`src/hdl/urm5_pkg.sv`:
```
// ----------------------------------------------------------------------------
// urm5_pkg
// Shared types and constants for the ultrasonic ranger with median filter.
// ----------------------------------------------------------------------------
package urm5_pkg;

  localparam int ELAPSED_W = 26;
  localparam logic [ELAPSED_W-1:0] ELAPSED_MAX = 26'h3FF_FFFF;

  localparam int US_W = 20;
  localparam int MM_W = 18;
  localparam logic [MM_W-1:0] MM_MAX = 18'h3FFFF;
  localparam int MM_SCALE_W = 7;
  localparam logic [MM_SCALE_W-1:0] MM_SCALE = 7'd100;

  localparam int FACTOR_W = 10;
  localparam int TIMEOUT_W = 10;
  localparam int DELAY_W = 16;
  localparam int OP_W = 2;
  localparam int PULSE_W = 5;

  localparam int RING_LEN = 5;
  localparam int RING_IDX_W = 3;

  localparam int QUEUE_DEPTH = 4;

  localparam int CFG_IDX_W = 1;
  localparam int CFG_DATA_W = 10;
  localparam logic [CFG_IDX_W-1:0] CFG_FACTOR = 1'd0;
  localparam logic [CFG_IDX_W-1:0] CFG_TIMEOUT = 1'd1;
  localparam logic [FACTOR_W-1:0] FACTOR_RESET = 10'd583;
  localparam logic [TIMEOUT_W-1:0] TIMEOUT_RESET = 10'd100;

  localparam logic [OP_W-1:0] OP_START = 2'd1;
  localparam logic [OP_W-1:0] OP_STOP = 2'd2;

  typedef enum logic [1:0] {
    MODE_IDLE  = 2'd0,
    MODE_DELAY = 2'd1,
    MODE_PULSE = 2'd2,
    MODE_WAIT  = 2'd3
  } mode_t;

  typedef struct packed {
    logic  trigger;
    mode_t status;
    logic  measured;
    logic  timed_out;
  } ctl_t;

  typedef enum logic [2:0] {
    B_IDLE,
    B_CMP,
    B_SEL,
    B_START,
    B_DIV,
    B_OUT
  } back_state_t;

endpackage

```
`src/hdl/urm5_intf.sv`:
```
// ----------------------------------------------------------------------------
// urm5 channel interfaces
// Tick request channel and result channel, valid/ready handshake.
// ----------------------------------------------------------------------------
interface urm5_tick_if;
  logic                        valid;
  logic                        ready;
  logic [urm5_pkg::OP_W-1:0]    operation;
  logic [urm5_pkg::DELAY_W-1:0] start_delay_ms;
  logic                        echo_level;

  modport source(output valid, operation, start_delay_ms, echo_level, input ready);
  modport sink(input valid, operation, start_delay_ms, echo_level, output ready);
endinterface

interface urm5_result_if;
  logic                     valid;
  logic                     ready;
  logic                     trigger_level;
  logic [1:0]               status;
  logic                     measure_event;
  logic                     timeout_event;
  logic [urm5_pkg::US_W-1:0] raw_us;
  logic [urm5_pkg::MM_W-1:0] raw_mm;
  logic [urm5_pkg::US_W-1:0] measure_us;
  logic [urm5_pkg::MM_W-1:0] measure_mm;
  logic [urm5_pkg::US_W-1:0] filtered_us;
  logic [urm5_pkg::MM_W-1:0] filtered_mm;

  modport source(output valid, trigger_level, status, measure_event, timeout_event,
                 raw_us, raw_mm, measure_us, measure_mm, filtered_us, filtered_mm,
                 input ready);
  modport sink(input valid, trigger_level, status, measure_event, timeout_event,
               raw_us, raw_mm, measure_us, measure_mm, filtered_us, filtered_mm,
               output ready);
endinterface

```
`src/hdl/urm5_fifo.sv`:
```
// ----------------------------------------------------------------------------
// urm5_fifo
// Short register queue between the tick front end and the result back end.
// ----------------------------------------------------------------------------
module urm5_fifo #(
  parameter int W     = 8,
  parameter int DEPTH = 4
) (
  input  logic         clk,
  input  logic         rst,
  input  logic         push,
  input  logic [W-1:0] wdata,
  output logic         full,
  input  logic         pop,
  output logic         valid,
  output logic [W-1:0] rdata
);

  localparam int PTR_W = (DEPTH > 1) ? $clog2(DEPTH) : 1;
  localparam int CNT_W = $clog2(DEPTH + 1);
  localparam logic [PTR_W-1:0] LAST = PTR_W'(DEPTH - 1);
  localparam logic [CNT_W-1:0] FULL_CNT = CNT_W'(DEPTH);

  logic [W-1:0]     mem [DEPTH];
  logic [PTR_W-1:0] wr_ptr;
  logic [PTR_W-1:0] rd_ptr;
  logic [CNT_W-1:0] count;

  assign full  = (count == FULL_CNT);
  assign valid = (count != '0);
  assign rdata = mem[rd_ptr];

  always_ff @(posedge clk) begin
    if (push) begin
      mem[wr_ptr] <= wdata;
    end
  end

  always_ff @(posedge clk) begin
    if (rst) begin
      wr_ptr <= '0;
      rd_ptr <= '0;
      count  <= '0;
    end else begin
      if (push) begin
        wr_ptr <= (wr_ptr == LAST) ? '0 : wr_ptr + 1'b1;
      end
      if (pop) begin
        rd_ptr <= (rd_ptr == LAST) ? '0 : rd_ptr + 1'b1;
      end
      if (push && !pop) begin
        count <= count + 1'b1;
      end else if (pop && !push) begin
        count <= count - 1'b1;
      end
    end
  end

endmodule

```
`src/hdl/urm5_div.sv`:
```
// ----------------------------------------------------------------------------
// urm5_div
// Bit-serial restoring divider, one quotient bit per cycle, saturating result.
// ----------------------------------------------------------------------------
module urm5_div #(
  parameter int NUM_W = 27
) (
  input  logic                          clk,
  input  logic                          rst,
  input  logic                          start,
  input  logic [NUM_W-1:0]              num,
  input  logic [urm5_pkg::FACTOR_W-1:0] den,
  output logic                          busy,
  output logic [urm5_pkg::MM_W-1:0]     quo
);

  localparam int CNT_W = $clog2(NUM_W + 1);
  localparam int FW = urm5_pkg::FACTOR_W;

  logic [CNT_W-1:0] cnt;
  logic [NUM_W-1:0] acc;
  logic [FW-1:0]    rem;
  logic [FW-1:0]    den_r;
  logic [FW:0]      rem_sh;
  logic [FW:0]      diff;
  logic             ge;

  assign rem_sh = {rem, acc[NUM_W-1]};
  assign ge     = (rem_sh >= {1'b0, den_r});
  assign diff   = rem_sh - {1'b0, den_r};
  assign busy   = (cnt != '0);

  always_comb begin
    if (den_r == '0 || acc > NUM_W'(urm5_pkg::MM_MAX)) begin
      quo = urm5_pkg::MM_MAX;
    end else begin
      quo = acc[urm5_pkg::MM_W-1:0];
    end
  end

  always_ff @(posedge clk) begin
    if (rst) begin
      cnt <= '0;
    end else if (start) begin
      cnt <= CNT_W'(NUM_W);
    end else if (busy) begin
      cnt <= cnt - 1'b1;
    end
  end

  always_ff @(posedge clk) begin
    if (start) begin
      acc   <= num;
      rem   <= '0;
      den_r <= den;
    end else if (busy) begin
      acc <= {acc[NUM_W-2:0], ge};
      rem <= ge ? diff[FW-1:0] : rem_sh[FW-1:0];
    end
  end

endmodule

```
`src/hdl/urm5_front.sv`:
```
// ----------------------------------------------------------------------------
// urm5_front
// Per-tick ranging sequencer: start delay, trigger pulse, echo timing, timeout.
// ----------------------------------------------------------------------------
module urm5_front #(
  parameter int TIME_WIDTH         = 20,
  parameter int TICKS_PER_MS       = 1000,
  parameter int TRIGGER_HIGH_TICKS = 10
) (
  input  logic                           clk,
  input  logic                           rst,
  urm5_tick_if.sink                      tick,
  input  logic [urm5_pkg::TIMEOUT_W-1:0] timeout_ms,
  input  logic                           q_full,
  output logic                           q_push,
  output urm5_pkg::ctl_t                 q_ctl,
  output logic [TIME_WIDTH-1:0]          q_width
);

  localparam int EW = urm5_pkg::ELAPSED_W;
  localparam int TPM_W = $clog2(TICKS_PER_MS + 1);
  localparam logic [TPM_W-1:0] TPM = TPM_W'(TICKS_PER_MS);
  localparam int DLY_PW = (urm5_pkg::DELAY_W + TPM_W > EW) ? urm5_pkg::DELAY_W + TPM_W : EW;
  localparam int TMO_PW = (urm5_pkg::TIMEOUT_W + TPM_W > EW) ?
                          urm5_pkg::TIMEOUT_W + TPM_W : EW;
  localparam logic [urm5_pkg::PULSE_W-1:0] PULSE_LEN =
    urm5_pkg::PULSE_W'(TRIGGER_HIGH_TICKS);
  localparam logic [TIME_WIDTH-1:0] WIDTH_MAX = '1;

  urm5_pkg::mode_t              mode, mode_next;
  logic [EW-1:0]                elapsed, elapsed_next;
  logic [EW-1:0]                delay_tgt, delay_tgt_next;
  logic [EW-1:0]                timeout_tgt;
  logic [urm5_pkg::PULSE_W-1:0] pulse_cnt, pulse_cnt_next;
  logic                         echo_seen, echo_seen_next;
  logic [TIME_WIDTH-1:0]        echo_width, echo_width_next;
  logic                         prior_echo;

  logic [DLY_PW-1:0] dly_prod;
  logic [TMO_PW-1:0] tmo_prod;
  logic [EW-1:0]     dly_ticks;
  logic              push;
  logic              fresh;
  logic              was_wait;
  logic              trig;
  logic              done;
  logic              tmo;

  assign tick.ready = !q_full;
  assign push       = tick.valid && tick.ready;

  assign dly_prod  = DLY_PW'(tick.start_delay_ms) * DLY_PW'(TPM);
  assign dly_ticks = (dly_prod > DLY_PW'(urm5_pkg::ELAPSED_MAX)) ?
                     urm5_pkg::ELAPSED_MAX : dly_prod[EW-1:0];
  assign tmo_prod  = TMO_PW'(timeout_ms) * TMO_PW'(TPM);
  assign timeout_tgt = (tmo_prod > TMO_PW'(urm5_pkg::ELAPSED_MAX)) ?
                       urm5_pkg::ELAPSED_MAX : tmo_prod[EW-1:0];

  always_comb begin
    mode_next       = mode;
    elapsed_next    = elapsed;
    delay_tgt_next  = delay_tgt;
    pulse_cnt_next  = pulse_cnt;
    echo_seen_next  = echo_seen;
    echo_width_next = echo_width;
    fresh           = 1'b0;
    trig            = 1'b0;
    done            = 1'b0;
    tmo             = 1'b0;

    if (tick.operation == urm5_pkg::OP_STOP) begin
      mode_next = urm5_pkg::MODE_IDLE;
    end else if (tick.operation == urm5_pkg::OP_START) begin
      mode_next      = urm5_pkg::MODE_DELAY;
      delay_tgt_next = dly_ticks;
      elapsed_next   = '0;
      fresh          = 1'b1;
    end

    was_wait = (mode_next == urm5_pkg::MODE_WAIT);

    if (mode_next == urm5_pkg::MODE_DELAY) begin
      if (!fresh && elapsed_next != urm5_pkg::ELAPSED_MAX) begin
        elapsed_next = elapsed_next + 1'b1;
      end
      if (elapsed_next >= delay_tgt_next) begin
        mode_next      = urm5_pkg::MODE_PULSE;
        pulse_cnt_next = '0;
      end
    end

    if (mode_next == urm5_pkg::MODE_PULSE) begin
      trig           = 1'b1;
      pulse_cnt_next = pulse_cnt_next + 1'b1;
      if (pulse_cnt_next >= PULSE_LEN) begin
        mode_next       = urm5_pkg::MODE_WAIT;
        elapsed_next    = '0;
        echo_seen_next  = 1'b0;
        echo_width_next = '0;
      end
    end else if (was_wait) begin
      if (elapsed_next != urm5_pkg::ELAPSED_MAX) begin
        elapsed_next = elapsed_next + 1'b1;
      end
      if (echo_seen) begin
        if (tick.echo_level) begin
          if (echo_width != WIDTH_MAX) begin
            echo_width_next = echo_width + 1'b1;
          end
        end else begin
          done = 1'b1;
        end
      end else if (tick.echo_level && !prior_echo) begin
        echo_seen_next  = 1'b1;
        echo_width_next = TIME_WIDTH'(1);
      end
      if (done) begin
        echo_seen_next = 1'b0;
        mode_next      = urm5_pkg::MODE_IDLE;
      end else if (elapsed_next >= timeout_tgt) begin
        tmo            = 1'b1;
        echo_seen_next = 1'b0;
        mode_next      = urm5_pkg::MODE_IDLE;
      end
    end
  end

  always_comb begin
    q_push          = push;
    q_ctl.trigger   = trig;
    q_ctl.status    = mode_next;
    q_ctl.measured  = done;
    q_ctl.timed_out = tmo;
    q_width         = echo_width;
  end

  always_ff @(posedge clk) begin
    if (rst) begin
      mode        <= urm5_pkg::MODE_IDLE;
      elapsed     <= '0;
      delay_tgt   <= '0;
      pulse_cnt   <= '0;
      echo_seen   <= 1'b0;
      echo_width  <= '0;
      prior_echo  <= 1'b0;
    end else begin
      if (push) begin
        mode       <= mode_next;
        elapsed    <= elapsed_next;
        delay_tgt  <= delay_tgt_next;
        pulse_cnt  <= pulse_cnt_next;
        echo_seen  <= echo_seen_next;
        echo_width <= echo_width_next;
        prior_echo <= tick.echo_level;
      end
    end
  end

endmodule

```
`src/hdl/urm5_back.sv`:
```
// ----------------------------------------------------------------------------
// urm5_back
// Measurement history, median of five and millimetre conversion per request.
// ----------------------------------------------------------------------------
module urm5_back #(
  parameter int TIME_WIDTH = 20
) (
  input  logic                          clk,
  input  logic                          rst,
  input  logic                          q_valid,
  input  urm5_pkg::ctl_t                q_ctl,
  input  logic [TIME_WIDTH-1:0]         q_width,
  output logic                          q_pop,
  input  logic [urm5_pkg::FACTOR_W-1:0] factor,
  urm5_result_if.source                 result
);

  localparam int RL = urm5_pkg::RING_LEN;
  localparam int NUM_W = TIME_WIDTH + urm5_pkg::MM_SCALE_W;
  localparam int EXT_W = (TIME_WIDTH > urm5_pkg::US_W) ? TIME_WIDTH : urm5_pkg::US_W;
  localparam logic [urm5_pkg::RING_IDX_W-1:0] RING_LAST = urm5_pkg::RING_IDX_W'(RL - 1);

  urm5_pkg::back_state_t state, state_next;
  urm5_pkg::ctl_t        ctl;

  logic [TIME_WIDTH-1:0]           last_raw;
  logic [TIME_WIDTH-1:0]           last_measure;
  logic [TIME_WIDTH-1:0]           ring [RL];
  logic [urm5_pkg::RING_IDX_W-1:0] ring_idx;
  logic [RL-1:0][RL-1:0]           lt;
  logic [2:0]                      less_cnt [RL];
  logic [2:0]                      greater_cnt [RL];
  logic [TIME_WIDTH-1:0]           med;
  logic [TIME_WIDTH-1:0]           filt;
  logic                            div_start;
  logic [2:0]                      div_busy;
  logic [urm5_pkg::MM_W-1:0]       raw_mm, measure_mm, filt_mm;
  logic [EXT_W-1:0]                raw_ext, measure_ext, filt_ext;

  urm5_div #(.NUM_W(NUM_W)) u_div_raw (
    .clk(clk), .rst(rst), .start(div_start),
    .num(NUM_W'(last_raw) * NUM_W'(urm5_pkg::MM_SCALE)),
    .den(factor), .busy(div_busy[0]), .quo(raw_mm)
  );

  urm5_div #(.NUM_W(NUM_W)) u_div_measure (
    .clk(clk), .rst(rst), .start(div_start),
    .num(NUM_W'(last_measure) * NUM_W'(urm5_pkg::MM_SCALE)),
    .den(factor), .busy(div_busy[1]), .quo(measure_mm)
  );

  urm5_div #(.NUM_W(NUM_W)) u_div_filt (
    .clk(clk), .rst(rst), .start(div_start),
    .num(NUM_W'(filt) * NUM_W'(urm5_pkg::MM_SCALE)),
    .den(factor), .busy(div_busy[2]), .quo(filt_mm)
  );

  // median: the entry with at most two smaller and at most two larger entries
  always_comb begin
    med = '0;
    for (int i = 0; i < RL; i++) begin
      less_cnt[i]    = '0;
      greater_cnt[i] = '0;
      for (int j = 0; j < RL; j++) begin
        less_cnt[i]    = less_cnt[i] + {2'b00, lt[j][i]};
        greater_cnt[i] = greater_cnt[i] + {2'b00, lt[i][j]};
      end
      if (less_cnt[i] <= 3'd2 && greater_cnt[i] <= 3'd2) begin
        med = ring[i];
      end
    end
  end

  always_comb begin
    state_next = state;
    case (state)
      urm5_pkg::B_IDLE: begin
        if (q_valid) begin
          state_next = urm5_pkg::B_CMP;
        end
      end
      urm5_pkg::B_CMP:   state_next = urm5_pkg::B_SEL;
      urm5_pkg::B_SEL:   state_next = urm5_pkg::B_START;
      urm5_pkg::B_START: state_next = urm5_pkg::B_DIV;
      urm5_pkg::B_DIV: begin
        if (div_busy == '0) begin
          state_next = urm5_pkg::B_OUT;
        end
      end
      urm5_pkg::B_OUT: begin
        if (result.ready) begin
          state_next = urm5_pkg::B_IDLE;
        end
      end
      default: state_next = urm5_pkg::B_IDLE;
    endcase
  end

  always_comb begin
    q_pop        = 1'b0;
    div_start    = 1'b0;
    result.valid = 1'b0;
    case (state)
      urm5_pkg::B_IDLE:  q_pop = q_valid;
      urm5_pkg::B_START: div_start = 1'b1;
      urm5_pkg::B_OUT:   result.valid = 1'b1;
      default: begin
        q_pop = 1'b0;
      end
    endcase
  end

  always_ff @(posedge clk) begin
    if (rst) begin
      state        <= urm5_pkg::B_IDLE;
      last_raw     <= '0;
      last_measure <= '0;
      ring_idx     <= '0;
      for (int i = 0; i < RL; i++) begin
        ring[i] <= '0;
      end
    end else begin
      state <= state_next;
      if (q_pop && q_ctl.measured) begin
        last_raw <= q_width;
        if (q_width != '0) begin
          last_measure   <= q_width;
          ring[ring_idx] <= q_width;
          ring_idx       <= (ring_idx == RING_LAST) ? '0 : ring_idx + 1'b1;
        end
      end
    end
  end

  always_ff @(posedge clk) begin
    if (q_pop) begin
      ctl <= q_ctl;
    end
    if (state == urm5_pkg::B_CMP) begin
      for (int i = 0; i < RL; i++) begin
        for (int j = 0; j < RL; j++) begin
          lt[i][j] <= (ring[i] < ring[j]);
        end
      end
    end
    if (state == urm5_pkg::B_SEL) begin
      filt <= (med == '0) ? last_measure : med;
    end
  end

  assign raw_ext     = EXT_W'(last_raw);
  assign measure_ext = EXT_W'(last_measure);
  assign filt_ext    = EXT_W'(filt);

  assign result.trigger_level = ctl.trigger;
  assign result.status        = ctl.status;
  assign result.measure_event = ctl.measured;
  assign result.timeout_event = ctl.timed_out;
  assign result.raw_us        = raw_ext[urm5_pkg::US_W-1:0];
  assign result.raw_mm        = raw_mm;
  assign result.measure_us    = measure_ext[urm5_pkg::US_W-1:0];
  assign result.measure_mm    = measure_mm;
  assign result.filtered_us   = filt_ext[urm5_pkg::US_W-1:0];
  assign result.filtered_mm   = filt_mm;

endmodule

```
`src/hdl/ultrasonic_ranger_median5_top.sv`:
```
// ----------------------------------------------------------------------------
// ultrasonic_ranger_median5_top
// Ultrasonic ranger controller with five-entry median filter.
// ----------------------------------------------------------------------------
// Each request on tick is one microsecond of sensor time and returns exactly
// one result on result. The front end runs the ping sequence (start delay,
// trigger pulse, echo timing, timeout) and takes one request per cycle into a
// four-entry queue while that queue is not full. The back end takes one queued
// entry at a time: it updates the history, picks the median of five and
// converts three widths to millimetres with three bit-serial dividers running
// side by side, each working through TIME_WIDTH + 7 quotient bits before the
// result is offered. Configuration writes must go in only while no request is
// outstanding; the block itself does not enforce this.
module ultrasonic_ranger_median5_top #(
  parameter int TIME_WIDTH         = 20,
  parameter int TICKS_PER_MS       = 1000,
  parameter int TRIGGER_HIGH_TICKS = 10
) (
  input  logic                            clk,
  input  logic                            rst,
  urm5_tick_if.sink                       tick,
  urm5_result_if.source                   result,
  input  logic                            cfg_we,
  input  logic [urm5_pkg::CFG_IDX_W-1:0]  cfg_index,
  input  logic [urm5_pkg::CFG_DATA_W-1:0] cfg_data
);

  localparam int ENTRY_W = $bits(urm5_pkg::ctl_t) + TIME_WIDTH;

  logic [urm5_pkg::FACTOR_W-1:0]  factor;
  logic [urm5_pkg::TIMEOUT_W-1:0] timeout_ms;

  logic                  f_push;
  urm5_pkg::ctl_t        f_ctl;
  logic [TIME_WIDTH-1:0] f_width;
  logic                  q_full;
  logic                  q_valid;
  logic                  q_pop;
  logic [ENTRY_W-1:0]    q_rdata;
  urm5_pkg::ctl_t        b_ctl;
  logic [TIME_WIDTH-1:0] b_width;

  always_ff @(posedge clk) begin
    if (rst) begin
      factor     <= urm5_pkg::FACTOR_RESET;
      timeout_ms <= urm5_pkg::TIMEOUT_RESET;
    end else if (cfg_we) begin
      case (cfg_index)
        urm5_pkg::CFG_FACTOR:  factor <= cfg_data[urm5_pkg::FACTOR_W-1:0];
        urm5_pkg::CFG_TIMEOUT: timeout_ms <= cfg_data[urm5_pkg::TIMEOUT_W-1:0];
        default: begin
          factor <= factor;
        end
      endcase
    end
  end

  urm5_front #(
    .TIME_WIDTH(TIME_WIDTH),
    .TICKS_PER_MS(TICKS_PER_MS),
    .TRIGGER_HIGH_TICKS(TRIGGER_HIGH_TICKS)
  ) u_front (
    .clk(clk),
    .rst(rst),
    .tick(tick),
    .timeout_ms(timeout_ms),
    .q_full(q_full),
    .q_push(f_push),
    .q_ctl(f_ctl),
    .q_width(f_width)
  );

  urm5_fifo #(
    .W(ENTRY_W),
    .DEPTH(urm5_pkg::QUEUE_DEPTH)
  ) u_fifo (
    .clk(clk),
    .rst(rst),
    .push(f_push),
    .wdata({f_ctl, f_width}),
    .full(q_full),
    .pop(q_pop),
    .valid(q_valid),
    .rdata(q_rdata)
  );

  assign b_ctl   = urm5_pkg::ctl_t'(q_rdata[ENTRY_W-1:TIME_WIDTH]);
  assign b_width = q_rdata[TIME_WIDTH-1:0];

  urm5_back #(
    .TIME_WIDTH(TIME_WIDTH)
  ) u_back (
    .clk(clk),
    .rst(rst),
    .q_valid(q_valid),
    .q_ctl(b_ctl),
    .q_width(b_width),
    .q_pop(q_pop),
    .factor(factor),
    .result(result)
  );

endmodule

```
`src/flat_wrapper.sv`:
```
// flat-port wrapper written by rule: the top's interface ports become plain ports
module ultrasonic_ranger_median5_top_flat 
#(
  parameter int TIME_WIDTH         = 20,
  parameter int TICKS_PER_MS       = 1000,
  parameter int TRIGGER_HIGH_TICKS = 10
)
  (clk, rst, cfg_we, cfg_index, cfg_data, tick_valid, tick_operation, tick_start_delay_ms, tick_echo_level, tick_ready, result_valid, result_trigger_level, result_status, result_measure_event, result_timeout_event, result_raw_us, result_raw_mm, result_measure_us, result_measure_mm, result_filtered_us, result_filtered_mm, result_ready);
  urm5_tick_if tick_i ();
  urm5_result_if result_i ();
  input  logic clk;
  input  logic rst;
  input  logic cfg_we;
  input  logic [urm5_pkg::CFG_IDX_W-1:0] cfg_index;
  input  logic [urm5_pkg::CFG_DATA_W-1:0] cfg_data;
  input wire logic [$bits(tick_i.valid)-1:0] tick_valid;
  input wire logic [$bits(tick_i.operation)-1:0] tick_operation;
  input wire logic [$bits(tick_i.start_delay_ms)-1:0] tick_start_delay_ms;
  input wire logic [$bits(tick_i.echo_level)-1:0] tick_echo_level;
  output wire logic [$bits(tick_i.ready)-1:0] tick_ready;
  output wire logic [$bits(result_i.valid)-1:0] result_valid;
  output wire logic [$bits(result_i.trigger_level)-1:0] result_trigger_level;
  output wire logic [$bits(result_i.status)-1:0] result_status;
  output wire logic [$bits(result_i.measure_event)-1:0] result_measure_event;
  output wire logic [$bits(result_i.timeout_event)-1:0] result_timeout_event;
  output wire logic [$bits(result_i.raw_us)-1:0] result_raw_us;
  output wire logic [$bits(result_i.raw_mm)-1:0] result_raw_mm;
  output wire logic [$bits(result_i.measure_us)-1:0] result_measure_us;
  output wire logic [$bits(result_i.measure_mm)-1:0] result_measure_mm;
  output wire logic [$bits(result_i.filtered_us)-1:0] result_filtered_us;
  output wire logic [$bits(result_i.filtered_mm)-1:0] result_filtered_mm;
  input wire logic [$bits(result_i.ready)-1:0] result_ready;
  assign tick_i.valid = tick_valid;
  assign tick_i.operation = tick_operation;
  assign tick_i.start_delay_ms = tick_start_delay_ms;
  assign tick_i.echo_level = tick_echo_level;
  assign tick_ready = tick_i.ready;
  assign result_valid = result_i.valid;
  assign result_trigger_level = result_i.trigger_level;
  assign result_status = result_i.status;
  assign result_measure_event = result_i.measure_event;
  assign result_timeout_event = result_i.timeout_event;
  assign result_raw_us = result_i.raw_us;
  assign result_raw_mm = result_i.raw_mm;
  assign result_measure_us = result_i.measure_us;
  assign result_measure_mm = result_i.measure_mm;
  assign result_filtered_us = result_i.filtered_us;
  assign result_filtered_mm = result_i.filtered_mm;
  assign result_i.ready = result_ready;
  ultrasonic_ranger_median5_top #(.TIME_WIDTH(TIME_WIDTH), .TICKS_PER_MS(TICKS_PER_MS), .TRIGGER_HIGH_TICKS(TRIGGER_HIGH_TICKS)) u_core (.clk(clk), .rst(rst), .tick(tick_i), .result(result_i), .cfg_we(cfg_we), .cfg_index(cfg_index), .cfg_data(cfg_data));
endmodule
```
`config.mk`:
```
export PLATFORM = sky130hd
export DESIGN_NAME = ultrasonic_ranger_median5_top_flat
export DESIGN_NICKNAME = d
export VERILOG_FILES = /design/src/hdl/urm5_pkg.sv /design/src/hdl/urm5_intf.sv /design/src/hdl/urm5_fifo.sv /design/src/hdl/urm5_div.sv /design/src/hdl/urm5_front.sv /design/src/hdl/urm5_back.sv /design/src/hdl/ultrasonic_ranger_median5_top.sv /design/src/flat_wrapper.sv
export SDC_FILE = /design/constraint.sdc
export NUM_CORES = 2
export LEC_CHECK = 0
export ABC_CLOCK_PERIOD_IN_PS = 8100
export BUFFER_PORTS_ARGS = -buffer_cell sky130_fd_sc_hd__buf_4
export CAP_MARGIN = 0
export CORE_MARGIN = 2
export CORE_UTILIZATION = 45
export DETAILED_ROUTE_END_ITERATION = 8
export PLACE_DENSITY = 0.64
export SLEW_MARGIN = 10
export SYNTH_ARGS = -nofsm -noshare
export SYNTH_HDL_FRONTEND = slang
export SYNTH_SLANG_ARGS = --single-unit
```
`constraint.sdc`:
```
create_clock -name clk -period 8.1 [get_ports clk]
set_input_delay 1.62 -clock clk [delete_from_list [all_inputs] [get_ports clk]]
set_output_delay 1.62 -clock clk [all_outputs]
set_load 0.05 [all_outputs]
```
== Word level (Yosys, flattened, before mapping) ==
Memories as Yosys holds them, arrays and structs flattened. A register that Yosys moved wholly into a read port is not among the register bits.
Index checks and enable logic that the tools add are counted.

* Bits in registers: 340
* Word-level logic and storage cells: 319
* Bits of input ports: 35
* Output and inout port bits: 121
* Bits in writable memories: 200
* Memories: 2

{| class="wikitable"
|+ Memories
! memory !! depth !! width !! rd ports !! clocked after memory_dff !! wr ports !! line !! RTL
|-
| u_core.u_back.ring || 5 || 20 || 5 || 0 || 5 || urm5_back.sv:28 || <nowiki>logic [TIME_WIDTH-1:0] ring [RL];</nowiki>
|-
| u_core.u_fifo.mem || 4 || 25 || 1 || 1 || 1 || urm5_fifo.sv:24 || <nowiki>logic [W-1:0] mem [DEPTH];</nowiki>
|}

* Add/sub/neg operators: 55
* Equality and inequality tests: 23
* $lt $le $gt $ge: 46
* Reduce and logical (&&, ||, !) cells: 42
* Mux-type cells: 103
* Bitwise operators: 1
* Multiply operators: 5

{| class="wikitable"
|+ Operator list
! kind !! number
|-
| < comparator 20 bit || 25
|-
| two-way mux 26 bit || 15
|-
| two-way mux 20 bit || 14
|-
| two-way mux 27 bit || 6
|-
| greater-than comparator 27 x 18 -> 1 bit (second input constant) || 3
|-
| multiplier 20 x 5 -> 25 bit (second input constant) || 3
|-
| adder 3 x 1 -> 3 bit || 20
|-
| two-way mux 18 bit || 3
|-
| adder 26 x 1 -> 26 bit (second input constant) || 2
|-
| >= comparator 26 bit || 2
|-
| inequality test 26 bit (second input constant) || 2
|-
| two-way mux 5 bit || 9
|-
| >= comparator 11 x 10 -> 1 bit || 3
|-
| two-way mux 1 bit || 32
|-
| adder 2 x 1 -> 3 bit || 10
|-
| less-or-equal comparator 3 x 2 -> 1 bit (second input constant) || 10
|-
| two-way mux 10 bit || 3
|-
| subtractor 10 bit || 3
|-
| greater-than comparator 20 x 26 -> 1 bit (second input constant) || 1
|-
| greater-than comparator 26 bit (second input constant) || 1
|-
| two-way mux 2 bit || 13
|-
| multiplier 16 x 7 -> 23 bit (second input constant) || 1
|-
| two-way mux 3 bit || 7
|-
| adder 1 x 1 -> 2 bit || 10
|-
| 35 further kinds || 77
|}

== Depth between registers and ports, before layout ==
* Depth after elaboration: 17
* Depth in mapped cells: 36
* Gate-level depth less buffers: 33

== By module ==
From an unflattened synthesis, not the netlist that was laid out.

* Cells, all modules: 4434
* Area total of the unflattened synthesis: 43755.7 um2

{| class="wikitable"
|+ By module, submodules not included
! module !! instances !! cells an instance !! area each (um2) !! seq. area each (um2)
|-
| urm5_back || 1 || 2056 || 19238.5 || 5275.1
|-
| urm5_front || 1 || 1396 || 11354.6 || 1621.6
|-
| urm5_div || 3 || 241 || 2743.9 || 1411.4
|-
| urm5_fifo || 1 || 175 || 4092.7 || 3183.1
|-
| ultrasonic_ranger_median5_top || 1 || 84 || 838.3 || 400.4
|}

== Worst setup path after synthesis ==
OpenSTA, ideal clock, no wires.

* Kind: input port to flip-flop
* From: input port tick_start_delay_ms[8]
* To: register u_core.u_front.elapsed[0]
* Setup time: 0.132 ns
* Buffers on the path: 1
* Path slack: -0.322 ns
* Stages: 31
* Required time: 7.968 ns
* Data arrival time: 8.290 ns
* Path through: inv_1 -> fa_1 -> fa_1 -> inv_1 -> fa_1 -> inv_1 -> fa_1 -> inv_1 -> ha_1 -> or2_2 -> a21oi_1 -> a31oi_1 -> a41o_1 -> o21ai_0 -> nor2b_1 -> xnor2_1 -> mux2i_1 -> ha_1 -> nand4_1 -> nor3_1 -> a211o_1 -> nand2_1 -> and2_1 -> ha_1 -> xnor2_1 -> a31o_2 -> a32oi_1 -> nand3_1 -> clkbuf_1 -> a221oi_1 -> nor3_1

* Longest elaborated chain between the ends: 12
* Elaborated cells on any way between the ends: 15

{| class="wikitable"
|+ RTL lines
! what !! line !! RTL
|-
| start, declared || flat_wrapper.sv:18 || <nowiki>input wire logic [$bits(tick_i.start_delay_ms)-1:0] tick_start_delay_ms;</nowiki>
|-
| multiplier 16 x 7 -> 23 bit * || urm5_front.sv:52 || <nowiki>assign dly_prod = DLY_PW'(tick.start_delay_ms) * DLY_PW'(TPM);</nowiki>
|-
| greater-than comparator 26 bit || urm5_front.sv:53 || <nowiki>assign dly_ticks = (dly_prod > DLY_PW'(urm5_pkg::ELAPSED_MAX)) ?</nowiki>
|-
| two-way mux 26 bit * || urm5_front.sv:53 ||
|-
| two-way mux 26 bit * || urm5_front.sv:73 || <nowiki>end else if (tick.operation == urm5_pkg::OP_START) begin</nowiki>
|-
| two-way mux 26 bit * || urm5_front.sv:71 || <nowiki>if (tick.operation == urm5_pkg::OP_STOP) begin</nowiki>
|-
| >= comparator 26 bit * || urm5_front.sv:86 || <nowiki>if (elapsed_next >= delay_tgt_next) begin</nowiki>
|-
| two-way mux 5 bit || urm5_front.sv:86 ||
|-
| two-way mux 5 bit || urm5_front.sv:82 || <nowiki>if (mode_next == urm5_pkg::MODE_DELAY) begin</nowiki>
|-
| adder 5 x 1 -> 5 bit || urm5_front.sv:94 || <nowiki>pulse_cnt_next = pulse_cnt_next + 1'b1;</nowiki>
|-
| >= comparator 5 x 4 -> 1 bit || urm5_front.sv:95 || <nowiki>if (pulse_cnt_next >= PULSE_LEN) begin</nowiki>
|-
| two-way mux 26 bit || urm5_front.sv:95 ||
|-
| two-way mux 26 bit * || urm5_front.sv:92 || <nowiki>if (mode_next == urm5_pkg::MODE_PULSE) begin</nowiki>
|-
| end signal, assigned || urm5_front.sv:149 || <nowiki>elapsed <= elapsed_next;</nowiki>
|-
| end, declared || urm5_front.sv:31 || <nowiki>logic [EW-1:0] elapsed, elapsed_next;</nowiki>
|}

Mark *: on every way between the ends. The rest lies on a longest branch, timed or not.
A chain may end at the register's enable or synchronous reset.

== Worst setup path after layout ==
* From: input port tick_start_delay_ms[3]
* To: register u_core.u_front.elapsed[25]

Same word-level chain as after synthesis.

==> flow_metrics.py <==
metrics = {
    "worst_setup_path": {
        "worstSetupPathType": "input pin to flop",
        "critPathMaxFanout": 7,
        "cp_slowest_cell": "fa_1",
        "worstPathRequired_ns": 8.62,
        "worstPathArrival_ns": 8.48,
        "end_kind": "flop",
        "cp_top_family": "adder cells",
        "max_stage_delay_ns": 0.53,
        "critical_path_buf_inv_count": 6,
        "startpoint_type": "input pin",
    },
    "global_routing": {
        "overflow": 0,
        "met3_usage_pct": 4.43,
        "groute.usage.overall_pct": 23.7,
        "grt_pass1_vias": 32600,
        "grt_max_degree": 113,
        "antenna_found_initial": 4,
        "grt_first_pass_wirelength_mm": 179,
        "grt_use_met2_pct": 39.8,
        "grt.busiest_layer": "met2",
        "met1_usage_pct": 30.5,
    },
    "pwr": {
        "clock_power_share_pct": 15.8,
        "finalPower_mw": 17.8,
        "p_switching_mw": 8.18,
        "pwr-share-comb_pct": 58.7,
        "power_frac_seq_pct": 25.5,
        "peakVddDrop_uv": 283,
        "power_density_nw_per_um2": 373,
        "intPower_mw": 9.63,
        "leakage_nw": 21.2,
        "switching_share_pct": 45.9,
    },
    "clock_network": {
        "clk_latency_ns": 0.64,
        "clk_pin_slew_ns": 0.06,
        "cts_sinks": 537,
        "h-tree-depth": 2,
        "cts_root_buffer": "clkbuf_16",
        "cts.path.max_buffers": 3,
        "cts_made_buffers": 60,
        "cts_tree": "yes",
    },
    "timing": {
        "rsz0062_at_grt": "yes",
        "min_period_ns": 7.96,
        "worst_pin_slew_ns": 1.17,
        "finalSetupTns_ns": 0,
        "setup_slack_ns": 0.142,
        "whs_ns": 0.432,
        "setup_viol_count_final": 0,
        "final_max_slew_viol_count": 0,
        "relSlewSlack_pct": 21.9,
        "hold_viol": 0,
        "fin_skew_ns": 0.0199,
        "max_freq_mhz": 126,
        "period_share_pct": 98.2,
    },
    "placed_design": {
        "dp.final_hpwl_mm": 87.2,
        "place.gp.congestion": 0.950,
        "place_inst": 5861,
        "dpl_cell_area_sq_um": 45300,
        "post-place-ws_ns": -0.518,
        "numPortBuffers": 155,
    },
    "cells_and_area": {
        "multi_input_area_sq_um": 25900,
        "fin_cells": 5978,
        "stdcell_area_sq_um": 47800,
        "area_growth_pct": 13.6,
        "finalNetCount": 5465,
        "seqCellArea_sq_um": 14100,
        "drive_gt1_share_pct": 11.8,
        "fillerInstances": 8678,
        "utilization_pct": 51.4,
    },
    "synthesis": {
        "yosys.area_share.simple_pct": 15.7,
        "synthesis.area_sq_um": 42000,
        "synth_xor_area_share_pct": 3.04,
        "yosysWarnings": 0,
        "synth_compound_area_share_pct": 14.7,
        "synthMuxAreaShare_pct": 2.18,
        "ys_ff_latch": 537,
        "synthArstFlopShare_pct": 0,
        "synth_ff_type": "edfxtp_1",
        "synth_edf_count": 330,
        "synth_top_family_by_area": "adder cells",
        "yosysUniqueCellTypes": 83,
        "synthAdderAreaFrac_pct": 25.0,
        "syn_nets": 5272,
        "synthCells": 4483,
        "ys_seq_area_share_pct": 33.4,
        "syn_area_per_cell_sq_um": 9.38,
    },
    "routing": {
        "dr.pass1.iters": 5,
        "drcViolationCount": 0,
        "vias_per_cell": 5.59,
        "vias": 33400,
        "final_antenna_net_count": 0,
        "wl_per_cell_um": 19.2,
        "routed_wl_mm": 115,
        "drt-initial-drc-count": 2174,
    },
    "floorplan": {
        "start_util_pct": 45.2,
        "die_w_um": 310,
        "ios": 156,
        "row_count": 112,
        "die_area_sq_um": 95900,
        "core_sq_um": 92900,
        "die_h_um": 310,
    },
    "min_path": {
        "hold_path.class": "flop to flop",
    },
    "job": {
        "cap_violations": 0,
    },
    "status": {
        "status": "finished, final reports clean",
    },
}
repair_timing:
action                                  in CTS  in global routing
hold buffers                                 0                  0
endpoints found under the setup margin       0                 52
hold endpoints to repair                     0                  0
resized for setup                            0                 55
setup buffers                                0                  3
routing by layer:
layer / vias to the layer above / wire length (um)
met1: 16000 / 49100
met2: 865 / 54000
li1: 16300 / -
met5: - / 16
met4: 2 / 3930
met3: 199 / 7800
worst register-to-register path: stages, from the launching register on:
cell      delay (ns)
dfxtp_1         0.56
fa_1            0.52
inv_1           0.09
fa_1            0.45
fa_1            0.52
inv_1           0.05
fa_1            0.45
ha_1            0.31
inv_1           0.08
o21ai_0         0.09
a21oi_1         0.22
o21ai_0         0.11
a21oi_1         0.22
o21ai_0         0.14
a2111o_1        0.47
a31o_2          0.25
a21oi_1         0.16
xnor2_1         0.22
ha_1            0.32
nand4_1         0.17
inv_1           0.05
and3_1          0.17
a311o_1         0.42
or4_4           0.47
a21oi_1         0.30
Yosys cell counts, drive strengths merged (51+ instances only):
library cell  count  area [sq um]
fa              143          2860
nor3            104           521
a21o            105           788
nand2           342          1280
a21oi           327          1640
xnor2            88           771
nor2            346          1300
mux2i            51           510
a211oi           63           478
inv             496          1860
clkbuf          140           526
o21ai           194           971
ha              611          7640
nand3            64           325
xor2             58           508
nand2b          112           701
dfxtp           207          4140
edfxtp          330          9910
nand4            93           588
power by group through the flow:
stage               registers, mW  logic, mW  clock network, mW
floorplan                    4.58       7.15                  0
global placement             4.59       10.1                  0
detailed placement           4.59       10.3                  0
CTS                          4.54       10.3               2.87
global route                 4.62       11.7               2.97
finish                       4.54       10.4               2.82
layout by cell type, fill, tap and decap left out, types with 61 or more instances in the layout:
| cell | n |
|---|---|
| edfxtp_1 | 330 |
| xnor2_1 | 85 |
| nor3_1 | 96 |
| nand3_1 | 61 |
| a211oi_1 | 61 |
| fa_1 | 143 |
| nand2_1 | 341 |
| ha_1 | 607 |
| clkbuf_16 | 65 |
| nor2_1 | 343 |
| a21oi_1 | 319 |
| o21ai_0 | 167 |
| dfxtp_1 | 205 |
| a21o_1 | 105 |
| nand4_1 | 92 |
| nand2b_1 | 111 |
| inv_1 | 491 |
| buf_4 | 291 |
final timing paths:
path	slack (ns)	endpoint	depth (start not counted)	from
min reg2reg	0.43	u_core.u_back.u_div_filt.den_r[5]	0	u_core.factor[5]
min	0.43	u_core.u_back.u_div_filt.den_r[5]	0	u_core.factor[5]
max	0.14	u_core.u_front.elapsed[25]	34	tick_start_delay_ms[3]
max reg2reg	1.08	u_core.u_fifo.mem[1][22]	24	u_core.timeout_ms[2]
flip-flops by register name, indices dropped and copies added (netlist names), 20 cells and up, named ones only:
signal                            flops
u_core.u_front.delay_tgt             26
u_core.u_back.u_div_filt.acc         27
u_core.u_back.result.filtered_us     20
u_core.u_front.q_width               20
u_core.u_back.u_div_measure.acc      27
u_core.u_back.u_div_raw.acc          27
u_core.u_back.result.measure_us      20
u_core.u_fifo.mem                   100
u_core.u_back.lt                     20
u_core.u_back.ring                  100
u_core.u_back.result.raw_us          20
u_core.u_front.elapsed               26
layout make-up:
cell class	count	area share (%)
Clock buffer	82	3.62
Multi-Input combinational cell	3281	54.3
Inverter	498	3.95
Clock inverter	27	0.618
Timing Repair Buffer	298	4.83
Antenna cell	1	0.00524
Sequential cell	537	29.4
Tap cell	1254	3.29
cells by family (layout without fill, tap and decap cells):
kind of cell    count (synthesis)  count (layout)
xor+xnor                      146             146
other cells                     0               1
simple gates                 1330            1330
buf+inv                       665             905
fa+ha+maj                     754             754
mux                            82              82
compound gates                969             969
flops                         537             537
Note: power is estimated with default switching activity, not from simulation.
